--- src/design/drd_pkg.sv ---
// Shared types and constants for the detection row decoder.
// No dependencies; imported by every module of the block.
package drd_pkg;

  localparam int unsigned VAL_W   = 16;
  localparam int unsigned PIX_W   = 12;
  localparam int unsigned CLS_W   = 7;
  localparam int unsigned POS_W   = 8;

  // Class scores beyond this count are ignored.
  localparam logic [10:0] MAX_CLASSES = 11'd128;

  // Row element positions of the box fields.
  localparam logic [POS_W-1:0] POS_CX     = 8'd0;
  localparam logic [POS_W-1:0] POS_CY     = 8'd1;
  localparam logic [POS_W-1:0] POS_W_FRAC = 8'd2;
  localparam logic [POS_W-1:0] POS_H_FRAC = 8'd3;
  localparam logic [POS_W-1:0] POS_FIRST_SCORE = 8'd4;
  localparam logic [POS_W-1:0] POS_SAT    = 8'd255;

  // Register indexes on the APB port.
  localparam logic [1:0] REG_CONF_THR = 2'd0;
  localparam logic [1:0] REG_FRAME_W  = 2'd1;
  localparam logic [1:0] REG_FRAME_H  = 2'd2;

  localparam logic [VAL_W-1:0] RST_CONF_THR = 16'd32768;
  localparam logic [PIX_W-1:0] RST_FRAME_W  = 12'd640;
  localparam logic [PIX_W-1:0] RST_FRAME_H  = 12'd480;

  // One closed row that passed the threshold.
  typedef struct packed {
    logic [CLS_W-1:0] class_idx;
    logic [VAL_W-1:0] score;
    logic [VAL_W-1:0] cx;
    logic [VAL_W-1:0] cy;
    logic [VAL_W-1:0] w_frac;
    logic [VAL_W-1:0] h_frac;
  } row_rec_t;

  // Queue status seen by the front and back parts.
  typedef struct packed {
    logic full;
    logic not_empty;
  } q_stat_t;

endpackage

--- src/design/drd_front.sv ---
// Front part: accepts row elements, tracks box fields and running argmax.
// Depends on drd_pkg; pushes qualified rows into drd_queue.
module drd_front
  import drd_pkg::*;
(
  input  logic                 clk,
  input  logic                 rst_n,
  input  logic                 in_valid,
  output logic                 in_stall,
  input  logic [VAL_W-1:0]     in_value,
  input  logic                 in_row_end,
  input  logic [VAL_W-1:0]     conf_thr,
  input  q_stat_t              q_stat,
  output logic                 push,
  output row_rec_t             push_rec
);

  logic [POS_W-1:0] pos_r, pos_nxt;
  logic [VAL_W-1:0] best_r, best_nxt;
  logic [CLS_W-1:0] bcls_r, bcls_nxt;
  logic [VAL_W-1:0] cx_r, cx_nxt, cy_r, cy_nxt, w_r, w_nxt, h_r, h_nxt;
  logic [POS_W-1:0] cls;
  logic             is_score, take, accept;
  logic [VAL_W-1:0] best_upd;
  logic [CLS_W-1:0] bcls_upd;

  assign in_stall = q_stat.full;
  assign accept   = in_valid && !in_stall;

  always_comb begin
    cx_nxt   = (pos_r == POS_CX)     ? in_value : cx_r;
    cy_nxt   = (pos_r == POS_CY)     ? in_value : cy_r;
    w_nxt    = (pos_r == POS_W_FRAC) ? in_value : w_r;
    h_nxt    = (pos_r == POS_H_FRAC) ? in_value : h_r;
    cls      = pos_r - POS_FIRST_SCORE;
    is_score = (pos_r >= POS_FIRST_SCORE) && (pos_r != POS_SAT) &&
               ({3'b000, cls} < MAX_CLASSES);
    take     = is_score && (in_value > best_r);
    best_upd = take ? in_value : best_r;
    bcls_upd = take ? cls[CLS_W-1:0] : bcls_r;

    push     = accept && in_row_end && (best_upd > conf_thr);
    push_rec = '{class_idx: bcls_upd, score: best_upd, cx: cx_nxt, cy: cy_nxt,
                 w_frac: w_nxt, h_frac: h_nxt};

    pos_nxt  = pos_r;
    best_nxt = best_r;
    bcls_nxt = bcls_r;
    if (accept) begin
      if (in_row_end) begin
        pos_nxt  = '0;
        best_nxt = '0;
      end else begin
        pos_nxt  = (pos_r == POS_SAT) ? pos_r : pos_r + 8'd1;
        best_nxt = best_upd;
        bcls_nxt = bcls_upd;
      end
    end
  end

  always_ff @(posedge clk) begin
    if (!rst_n) begin
      pos_r  <= '0;
      best_r <= '0;
    end else begin
      pos_r  <= pos_nxt;
      best_r <= best_nxt;
    end
  end

  always_ff @(posedge clk) begin
    bcls_r <= bcls_nxt;
    if (accept) begin
      cx_r <= cx_nxt;
      cy_r <= cy_nxt;
      w_r  <= w_nxt;
      h_r  <= h_nxt;
    end
  end

endmodule

--- src/design/drd_queue.sv ---
// Short register queue of qualified rows between front and back parts.
// Depends on drd_pkg for the row record type.
module drd_queue
  import drd_pkg::*;
#(
  parameter int unsigned DEPTH = 4
) (
  input  logic     clk,
  input  logic     rst_n,
  input  logic     push,
  input  row_rec_t push_rec,
  input  logic     pop,
  output row_rec_t head,
  output q_stat_t  q_stat
);

  localparam int unsigned PTR_W = (DEPTH > 1) ? $clog2(DEPTH) : 1;
  localparam int unsigned CNT_W = $clog2(DEPTH + 1);
  localparam logic [PTR_W-1:0] LAST = PTR_W'(DEPTH - 1);
  localparam logic [CNT_W-1:0] FULL = CNT_W'(DEPTH);
  localparam logic [PTR_W-1:0] PTR_ONE = PTR_W'(1);
  localparam logic [CNT_W-1:0] CNT_ONE = CNT_W'(1);

  row_rec_t         mem_r [DEPTH];
  logic [PTR_W-1:0] wr_r, wr_nxt, rd_r, rd_nxt;
  logic [CNT_W-1:0] cnt_r, cnt_nxt;
  logic             do_pop;

  assign do_pop           = pop && (cnt_r != '0);
  assign head             = mem_r[rd_r];
  assign q_stat.full      = (cnt_r == FULL);
  assign q_stat.not_empty = (cnt_r != '0);

  always_comb begin
    wr_nxt  = push   ? ((wr_r == LAST) ? '0 : wr_r + PTR_ONE) : wr_r;
    rd_nxt  = do_pop ? ((rd_r == LAST) ? '0 : rd_r + PTR_ONE) : rd_r;
    cnt_nxt = cnt_r;
    case ({push, do_pop})
      2'b10:   cnt_nxt = cnt_r + CNT_ONE;
      2'b01:   cnt_nxt = cnt_r - CNT_ONE;
      default: cnt_nxt = cnt_r;
    endcase
  end

  always_ff @(posedge clk) begin
    if (!rst_n) begin
      wr_r  <= '0;
      rd_r  <= '0;
      cnt_r <= '0;
    end else begin
      wr_r  <= wr_nxt;
      rd_r  <= rd_nxt;
      cnt_r <= cnt_nxt;
    end
  end

  always_ff @(posedge clk) begin
    if (push) begin
      mem_r[wr_r] <= push_rec;
    end
  end

endmodule

--- src/design/drd_back.sv ---
// Back part: scales a queued row to pixels, clips it, drives the result port.
// Depends on drd_pkg; pops rows from drd_queue.
module drd_back
  import drd_pkg::*;
(
  input  logic             clk,
  input  logic             rst_n,
  input  row_rec_t         head,
  input  q_stat_t          q_stat,
  output logic             pop,
  input  logic [PIX_W-1:0] frame_w,
  input  logic [PIX_W-1:0] frame_h,
  output logic             out_valid,
  input  logic             out_stall,
  output logic [CLS_W-1:0] out_class_index,
  output logic [VAL_W-1:0] out_score,
  output logic [PIX_W-1:0] out_box_left,
  output logic [PIX_W-1:0] out_box_top,
  output logic [PIX_W-1:0] out_box_width,
  output logic [PIX_W-1:0] out_box_height
);

  // Stage 1: products.
  logic             s1_valid_r;
  logic [CLS_W-1:0] s1_cls_r;
  logic [VAL_W-1:0] s1_score_r;
  logic             s1_lpos_r, s1_tpos_r;
  logic [28:0]      s1_lp_r, s1_tp_r;
  logic [27:0]      s1_wp_r, s1_hp_r;

  logic [17:0]      xnum, ynum;
  logic             out_load, s1_load;

  // Stage 2: clip and keep.
  logic [PIX_W-1:0] left, top, wsz, hsz, wroom, hroom, bw, bh;
  logic             keep;

  logic             out_valid_r;
  logic [CLS_W-1:0] out_cls_r;
  logic [VAL_W-1:0] out_score_r;
  logic [PIX_W-1:0] out_left_r, out_top_r, out_w_r, out_h_r;

  assign out_load = !out_valid_r || !out_stall;
  assign s1_load  = !s1_valid_r || out_load;
  assign pop      = s1_load && q_stat.not_empty;

  assign xnum = {1'b0, head.cx, 1'b0} - {2'b00, head.w_frac};
  assign ynum = {1'b0, head.cy, 1'b0} - {2'b00, head.h_frac};

  always_ff @(posedge clk) begin
    if (!rst_n) begin
      s1_valid_r <= 1'b0;
    end else if (s1_load) begin
      s1_valid_r <= q_stat.not_empty;
    end
  end

  always_ff @(posedge clk) begin
    if (pop) begin
      s1_cls_r   <= head.class_idx;
      s1_score_r <= head.score;
      s1_lpos_r  <= !xnum[17] && (xnum[16:0] != '0);
      s1_tpos_r  <= !ynum[17] && (ynum[16:0] != '0);
      s1_lp_r    <= 29'(xnum[16:0]) * 29'(frame_w);
      s1_tp_r    <= 29'(ynum[16:0]) * 29'(frame_h);
      s1_wp_r    <= 28'(head.w_frac) * 28'(frame_w);
      s1_hp_r    <= 28'(head.h_frac) * 28'(frame_h);
    end
  end

  always_comb begin
    left  = s1_lpos_r ? s1_lp_r[28:17] : '0;
    top   = s1_tpos_r ? s1_tp_r[28:17] : '0;
    wsz   = s1_wp_r[27:16];
    hsz   = s1_hp_r[27:16];
    wroom = frame_w - left;
    hroom = frame_h - top;
    bw    = (wsz < wroom) ? wsz : wroom;
    bh    = (hsz < hroom) ? hsz : hroom;
    keep  = (bw != '0) && (bh != '0);
  end

  always_ff @(posedge clk) begin
    if (!rst_n) begin
      out_valid_r <= 1'b0;
    end else if (out_load) begin
      out_valid_r <= s1_valid_r && keep;
    end
  end

  always_ff @(posedge clk) begin
    if (out_load) begin
      out_cls_r   <= s1_cls_r;
      out_score_r <= s1_score_r;
      out_left_r  <= left;
      out_top_r   <= top;
      out_w_r     <= bw;
      out_h_r     <= bh;
    end
  end

  assign out_valid       = out_valid_r;
  assign out_class_index = out_cls_r;
  assign out_score       = out_score_r;
  assign out_box_left    = out_left_r;
  assign out_box_top     = out_top_r;
  assign out_box_width   = out_w_r;
  assign out_box_height  = out_h_r;

endmodule

--- src/design/detection_row_argmax_box_decode_unit.sv ---
// Detection row decoder: running class argmax and pixel box conversion.
// Top level; depends on drd_pkg, drd_front, drd_queue and drd_back.
//
// Usage:
//   Input channel (in_valid / in_stall): one row element per transaction.
//   Elements 0..3 are centre x, centre y, width, height (Q0.16 of the frame),
//   later elements are class scores. in_row_end marks the row's last element.
//   Result channel (out_valid / out_stall): at most one detection per row,
//   sent when the best score beats conf_threshold and the clipped box has
//   positive width and height.
//   Throughput: one element per cycle while in_stall is low, rows may follow back to back.
//   The detection passes from the row_end transaction through the queue
//   register, the product stage and then the output register.
//   The queue between the front and back parts holds QUEUE_DEPTH rows; when
//   the receiver stalls, the output register holds, the product stage and
//   queue fill, and in_stall rises only once the queue is full.
//   Reset (rst_n low, synchronous) clears the row position, best score,
//   queue and all valid flags, and loads the register defaults
//   (threshold 32768, frame 640 x 480). Registers: 0 conf_threshold,
//   1 frame_width, 2 frame_height, at byte addresses 0, 4, 8; write only
//   while the block is idle.
module detection_row_argmax_box_decode_unit
  import drd_pkg::*;
#(
  parameter int unsigned QUEUE_DEPTH = 4
) (
  input  logic             clk,
  input  logic             rst_n,
  // row element input
  input  logic             in_valid,
  output logic             in_stall,
  input  logic [VAL_W-1:0] in_value,
  input  logic             in_row_end,
  // detection output
  output logic             out_valid,
  input  logic             out_stall,
  output logic [CLS_W-1:0] out_class_index,
  output logic [VAL_W-1:0] out_score,
  output logic [PIX_W-1:0] out_box_left,
  output logic [PIX_W-1:0] out_box_top,
  output logic [PIX_W-1:0] out_box_width,
  output logic [PIX_W-1:0] out_box_height,
  // APB-style register port
  input  logic             psel,
  input  logic             penable,
  input  logic             pwrite,
  input  logic [3:0]       paddr,
  input  logic [31:0]      pwdata,
  output logic [31:0]      prdata,
  output logic             pready
);

  logic [VAL_W-1:0] conf_thr_r;
  logic [PIX_W-1:0] frame_w_r, frame_h_r;
  logic             wr_en;
  logic [1:0]       reg_idx;

  logic             push, pop;
  row_rec_t         push_rec, head;
  q_stat_t          q_stat;

  // Register port: always ready, write on the access phase.
  assign pready  = 1'b1;
  assign reg_idx = paddr[3:2];
  assign wr_en   = psel && penable && pwrite;

  always_ff @(posedge clk) begin
    if (!rst_n) begin
      conf_thr_r <= RST_CONF_THR;
      frame_w_r  <= RST_FRAME_W;
      frame_h_r  <= RST_FRAME_H;
    end else if (wr_en) begin
      case (reg_idx)
        REG_CONF_THR: conf_thr_r <= pwdata[VAL_W-1:0];
        REG_FRAME_W:  frame_w_r  <= pwdata[PIX_W-1:0];
        REG_FRAME_H:  frame_h_r  <= pwdata[PIX_W-1:0];
        default:      ;
      endcase
    end
  end

  always_comb begin
    case (reg_idx)
      REG_CONF_THR: prdata = {16'b0, conf_thr_r};
      REG_FRAME_W:  prdata = {20'b0, frame_w_r};
      REG_FRAME_H:  prdata = {20'b0, frame_h_r};
      default:      prdata = '0;
    endcase
  end

  // Front: position tracking, argmax, threshold test at row end.
  drd_front u_front (
    .clk        (clk),
    .rst_n      (rst_n),
    .in_valid   (in_valid),
    .in_stall   (in_stall),
    .in_value   (in_value),
    .in_row_end (in_row_end),
    .conf_thr   (conf_thr_r),
    .q_stat     (q_stat),
    .push       (push),
    .push_rec   (push_rec)
  );

  // Decouple row arrival from box arithmetic and receiver stalls.
  drd_queue #(
    .DEPTH (QUEUE_DEPTH)
  ) u_queue (
    .clk      (clk),
    .rst_n    (rst_n),
    .push     (push),
    .push_rec (push_rec),
    .pop      (pop),
    .head     (head),
    .q_stat   (q_stat)
  );

  // Back: scale to pixels, clamp edges, clip sizes, drop empty boxes.
  drd_back u_back (
    .clk             (clk),
    .rst_n           (rst_n),
    .head            (head),
    .q_stat          (q_stat),
    .pop             (pop),
    .frame_w         (frame_w_r),
    .frame_h         (frame_h_r),
    .out_valid       (out_valid),
    .out_stall       (out_stall),
    .out_class_index (out_class_index),
    .out_score       (out_score),
    .out_box_left    (out_box_left),
    .out_box_top     (out_box_top),
    .out_box_width   (out_box_width),
    .out_box_height  (out_box_height)
  );

endmodule

--- config.mk ---
export PLATFORM = sky130hd
export DESIGN_NAME = detection_row_argmax_box_decode_unit
export DESIGN_NICKNAME = d
export VERILOG_FILES = /design/src/design/drd_pkg.sv /design/src/design/drd_front.sv /design/src/design/drd_queue.sv /design/src/design/drd_back.sv /design/src/design/detection_row_argmax_box_decode_unit.sv
export SDC_FILE = /design/constraint.sdc
export NUM_CORES = 2
export LEC_CHECK = 0
export BUFFER_PORTS_ARGS = -buffer_cell sky130_fd_sc_hd__buf_4
export CAP_MARGIN = 20
export CORE_AREA = 2 2 361 363
export DETAILED_ROUTE_END_ITERATION = 8
export DIE_AREA = 0 0 363 365
export GPL_TIMING_DRIVEN = 0
export SKIP_CTS_REPAIR_TIMING = 1
export SLEW_MARGIN = 20
export SYNTH_ARGS = -nofsm -noshare
export SYNTH_HDL_FRONTEND = slang
export SYNTH_SLANG_ARGS = --single-unit
--- constraint.sdc ---
create_clock -name clk -period 11.7 [get_ports clk]
set_clock_uncertainty 0.15 [all_clocks]
set_input_delay 0.585 -clock clk [delete_from_list [all_inputs] [get_ports clk]]
set_output_delay 0.585 -clock clk [all_outputs]
set_load 0.01 [all_outputs]
# ---- Yosys cells after proc, flatten, opt, wreduce, memory -nomap -nowiden
# Memories as Yosys holds them, arrays and structs flattened. A register that Yosys moved wholly into a read port is not among the register bits.
# Index checks and enable logic that the tools add are counted.
dict set report op_classes {
  mul 4
  n_mux 21
  n_bitwise 1
  reduce_logical 35
  n_lt_le_gt_ge 6
  eq_ne 13
  addsub 10
}
# op n
set ops {}
lappend ops {{$mux 16} 6}
lappend ops {{$mul 17x12->29} 2}
lappend ops {{$mul 16x12->28} 2}
lappend ops {{$mux 12} 4}
lappend ops {{$pmux 16 s3} 1}
lappend ops {{$sub 17x16->18} 2}
lappend ops {{$reduce_bool 17->1} 2}
lappend ops {{$gt 16x16->1} 2}
lappend ops {{$lt 12x12->1} 2}
lappend ops {{$reduce_bool 12->1} 2}
lappend ops {{$sub 12x12->12} 2}
lappend ops {{$eq 8x2->1 const B} 2}
lappend ops {{$mux 8} 2}
lappend ops {{$logic_and 1x1->1} 14}
lappend ops {{$reduce_and 2->1} 5}
lappend ops {{$add 8x1->8 const B} 1}
lappend ops {{$eq 2x2->1 const B} 4}
lappend ops {{$eq 8x1->1 const B} 1}
lappend ops {{$eq 8x8->1 const B} 1}
lappend ops {{$ge 8x3->1 const B} 1}
lappend ops {{$logic_not 8->1} 1}
lappend ops {{$lt 8x8->1 const B} 1}
lappend ops {{$mux 2} 4}
lappend ops {{$ne 8x8->1 const B} 1}
lappend ops {{other kinds (16)} 25}
dict set report totals {
  register_bits 354
  in_bits 60
  elab_cells 120
  ram_bits 348
  n_memories 1
}
# memory words word_bits read_ports rd_ports_with_merged_regs wr line
set memory_table {}
lappend memory_table {u_queue.mem_r 4 87 1 1 1 drd_queue.sv:24} ;# row_rec_t mem_r [DEPTH];

# ---- Logic depth before layout (Yosys ltp)
dict set report depth {
  depth_word 9
  mapped_depth 34
  depth_no_buf 29
}

# ---- Cells and area by module
# A second synthesis with hierarchy kept.
dict set report hier_totals {
  hier_cells 4447
  hier_area_um2 50866.3
}
# mod area_each_um2 cells_each instances
set modules_own_cells {}
lappend modules_own_cells {drd_back 30498.0 3245 1}
lappend modules_own_cells {drd_queue 13025.0 506 1}
lappend modules_own_cells {drd_front 5371.4 473 1}
lappend modules_own_cells {detection_row_argmax_box_decode_unit 1971.9 223 1}

# ---- Least setup slack after synthesis
# Ideal clock, no wire load.
dict set report synth_path {
  path_kind {flip-flop to flip-flop}
  start {register with a tool-made name}
  end {register u_back.s1_tp_r[28], data pin}
  path_stages_with_launch 32
  slack_ns 2.768
  n_path_buf 5
  arrival_time_ns 8.520
  period_less_slack_ns 8.932
  setup_time_ns 0.262
  path_cell_list {dfxtp_1 buf_6 buf_2 buf_2 buf_1 mux4_2 ha_1 or4_1 nor3_2 o311a_4 nor2_1 xnor2_1 clkbuf_1 nand2_1 fa_1 fa_1 inv_1 fa_1 fa_1 inv_1 fa_1 inv_1 ha_1 and4_1 a31o_2 a221oi_1 a2bb2oi_1 a21oi_1 a311oi_1 o31ai_1 a21oi_1 xor2_1}
}
# element line
set synth_rtl {}
lappend synth_rtl {{to (signal assigned)} drd_back.sv:65} ;# s1_tp_r <= 29'(ynum[16:0]) * 29'(frame_h);
lappend synth_rtl {{to (decl)} drd_back.sv:28} ;# logic [28:0] s1_lp_r, s1_tp_r;

==> results.yml <==
finish:
  nNetsFinal: 5759
  final_cell_mix: "inv_1 (768), nand2_1 (681), fa_1 (581)"
  drive_gt1_share_pct: 9.994
  area_delta_synth_final_pct: 11.47
  layout_commonest_cell: "inv_1"
  finalNonFillerCells: 6480
route:
  wl_per_cell_um: 21.01
  antenna_left: 0
  via_per_inst: 5.184
  num_vias: 33590
  dr.pass1.iters: 6
  drtIter0Drc: 2885
  drc: 0
  wl_mm: 136.1
timing:
  slew_headroom_pct: 29.98
  fin_tns_setup_ns: 0
  finalCritPeriodShare_pct: 94.08
  slew_violations: 0
  min_period_ns: 11.01
  final-hold-violation-count: 0
  fmax_mhz: 90.85
  rsz0062_at_grt: "false"
  worst-slew-pin-transition_ns: 1.050
  setup_viol: 0
cts:
  cts_max_path_buffers: 3
  htree_levels: 3
  clock_sinks: 638
  cts_tree: "done"
  cts-root-buf: "clkbuf_16"
  clk_pin_slew_ns: 0.06
  cts_buffers: 72
  clk_latency_ns: 0.65
floorplan:
  die_w_um: 363
  die_y_um: 365
  fp-row-count: 132
  num_io_pins: 166
  dieArea_mm2: 0.1325
  start_util_pct: 39.67
  core_mm2: 0.1287
logic_synthesis:
  synth_edf_count: 563
  synth-seq-area-share_pct: 36.06
  async_flop_share_pct: 0
  yosys_warnings: 0
  yosysUniqueCellTypes: 84
  syn_inst: 4512
  synth_flop_cell: "edfxtp_1"
  ys_seq_elements: 638
  netlist_area_mm2: 0.05105
  syn_avg_cell_area_um2: 11.31
global_routing:
  grt_max_degree: 47
  antenna_found_initial: 3
  grt_pass1_wl_mm: 209.2
  grt_usage_pct: 20.89
  grt_remaining_overflow: 0
  grt_pass1_vias: 34300
worst_setup_path:
  arrival_ns: 11.21
  max_stage_delay_ns: 0.64
  cp-start-kind: "flip-flop"
  path_common_cell: "fa_1"
  critPathRequiredTime_ns: 11.91
  endpoint_kind: "flip-flop"
  crit_path_max_fanout: 10
  crit_type: "flip-flop to flip-flop"
  cp_slowest_cell: "clkbuf_1"
placed_design:
  gp_congestion: 0.9232
  post-place-cells: 6347
  io_buffer_count: 130
  dp_hpwl_mm: 107.4
status:
  status: "finished, final reports clean"
job:
  drv_cap: 0
hold_path:
  hold_class: "input port to flip-flop"
[sequential cells by signal (all words and copies together), names as in the netlist, 16 cells and up, named ones only]
signal	count
u_back.s1_score_r	16
u_front.cy_r	16
conf_thr_r	16
u_queue.mem_r	348
u_back.out_score	16
u_front.best_r	16
u_front.h_r	16
u_front.w_r	16
u_front.cx_r	16
[metrics by stage]
stage	hold WS, ns	instance area [µm²]	utilization, %	setup slack (ns)
3_3_place_gp	0.2538	54170	42.11	0.6304
6_report	0.07434	56900	44.23	0.6928
3_5_place_dp	0.2545	54580	42.42	0.5213
2_1_floorplan	0.2503	51100	-	2.768
5_1_grt	0.07731	56890	44.22	0.08327
4_1_cts	0.04809	56890	44.22	0.4589
[final timing paths]
| check | startpoint | end | slack, ns | depth (start not counted) |
|---|---|---|---|---|
| setup / recovery | flip-flop | u_back.s1_tp_r[28] | 0.69 | 32 |
| hold / removal | pwdata[15] | conf_thr_r[15] | 0.07 | 3 |
| setup reg to reg | flip-flop | u_back.s1_tp_r[28] | 0.69 | 32 |
| hold reg to reg | u_back.s1_score_r[7] | u_back.out_score[7] | 0.27 | 0 |
[final cells by class]
class | instances | area [µm²]
Sequential cell | 638 | 18410
Inverter | 769 | 2889
Clock buffer | 91 | 1933
Multi-Input combinational cell | 2893 | 28900
Antenna cell | 2 | 5.005
Buffer | 227 | 948.4
Timing Repair Buffer | 145 | 1344
Tap cell | 1675 | 2096
Clock inverter | 40 | 377.9
Fill cell | 11920 | 71760
[layer usage]
metal  routed length, µm  global-route usage [%]  vias to the layer above
met5                  20                       0                        -
met4                2948                   4.564                        4
met3               10540                   4.098                      168
met2               59730                   32.32                     1064
met1               62900                   30.41                    17160
li1                    -                       -                    15190
[synth_stat cells, types with 31 or more instances]
library cell,number,share of area [%]
inv_1,769,5.7
nand2_1,682,5.0
fa_1,581,23
edfxtp_1,563,33
ha_1,372,9.1
and2_1,240,2.9
clkbuf_1,188,1.4
mux4_2,87,3.8
nor2_1,82,0.60
mux2_2,81,1.8
o21ai_0,76,0.75
dfxtp_1,75,2.9
a21oi_1,73,0.72
xnor2_1,63,1.1
nor2b_1,61,0.75
a21o_1,39,0.57
mux2i_1,36,0.71
xor2_1,34,0.58
nor3_1,31,0.30
[kinds of logic after synthesis]
logic type               synth area share [%]
AND/OR/NAND/NOR                         11.49
XOR/XNOR                                1.664
other                                 0.01471
adder cells (fa/ha/maj)                 31.90
AO/OA/AOI/OAI                           5.030
buffers and inverters                   7.508
flip-flops                              36.06
multiplexers                            6.331
[worst max-delay path: cells and delay by family, from the launching register on]
kind	cells	cell delay, ns
flip-flops	1	0.30
adder cells (fa/ha/maj)	7	3.22
XOR/XNOR	1	0.09
AND/OR/NAND/NOR	2	0.38
AO/OA/AOI/OAI	12	3.43
buffers and inverters	9	2.64
multiplexers	1	0.47
Power is left out: the tool's default activity adds up to more than one toggle a clock period on the data nets, which glitch-free logic cannot reach.
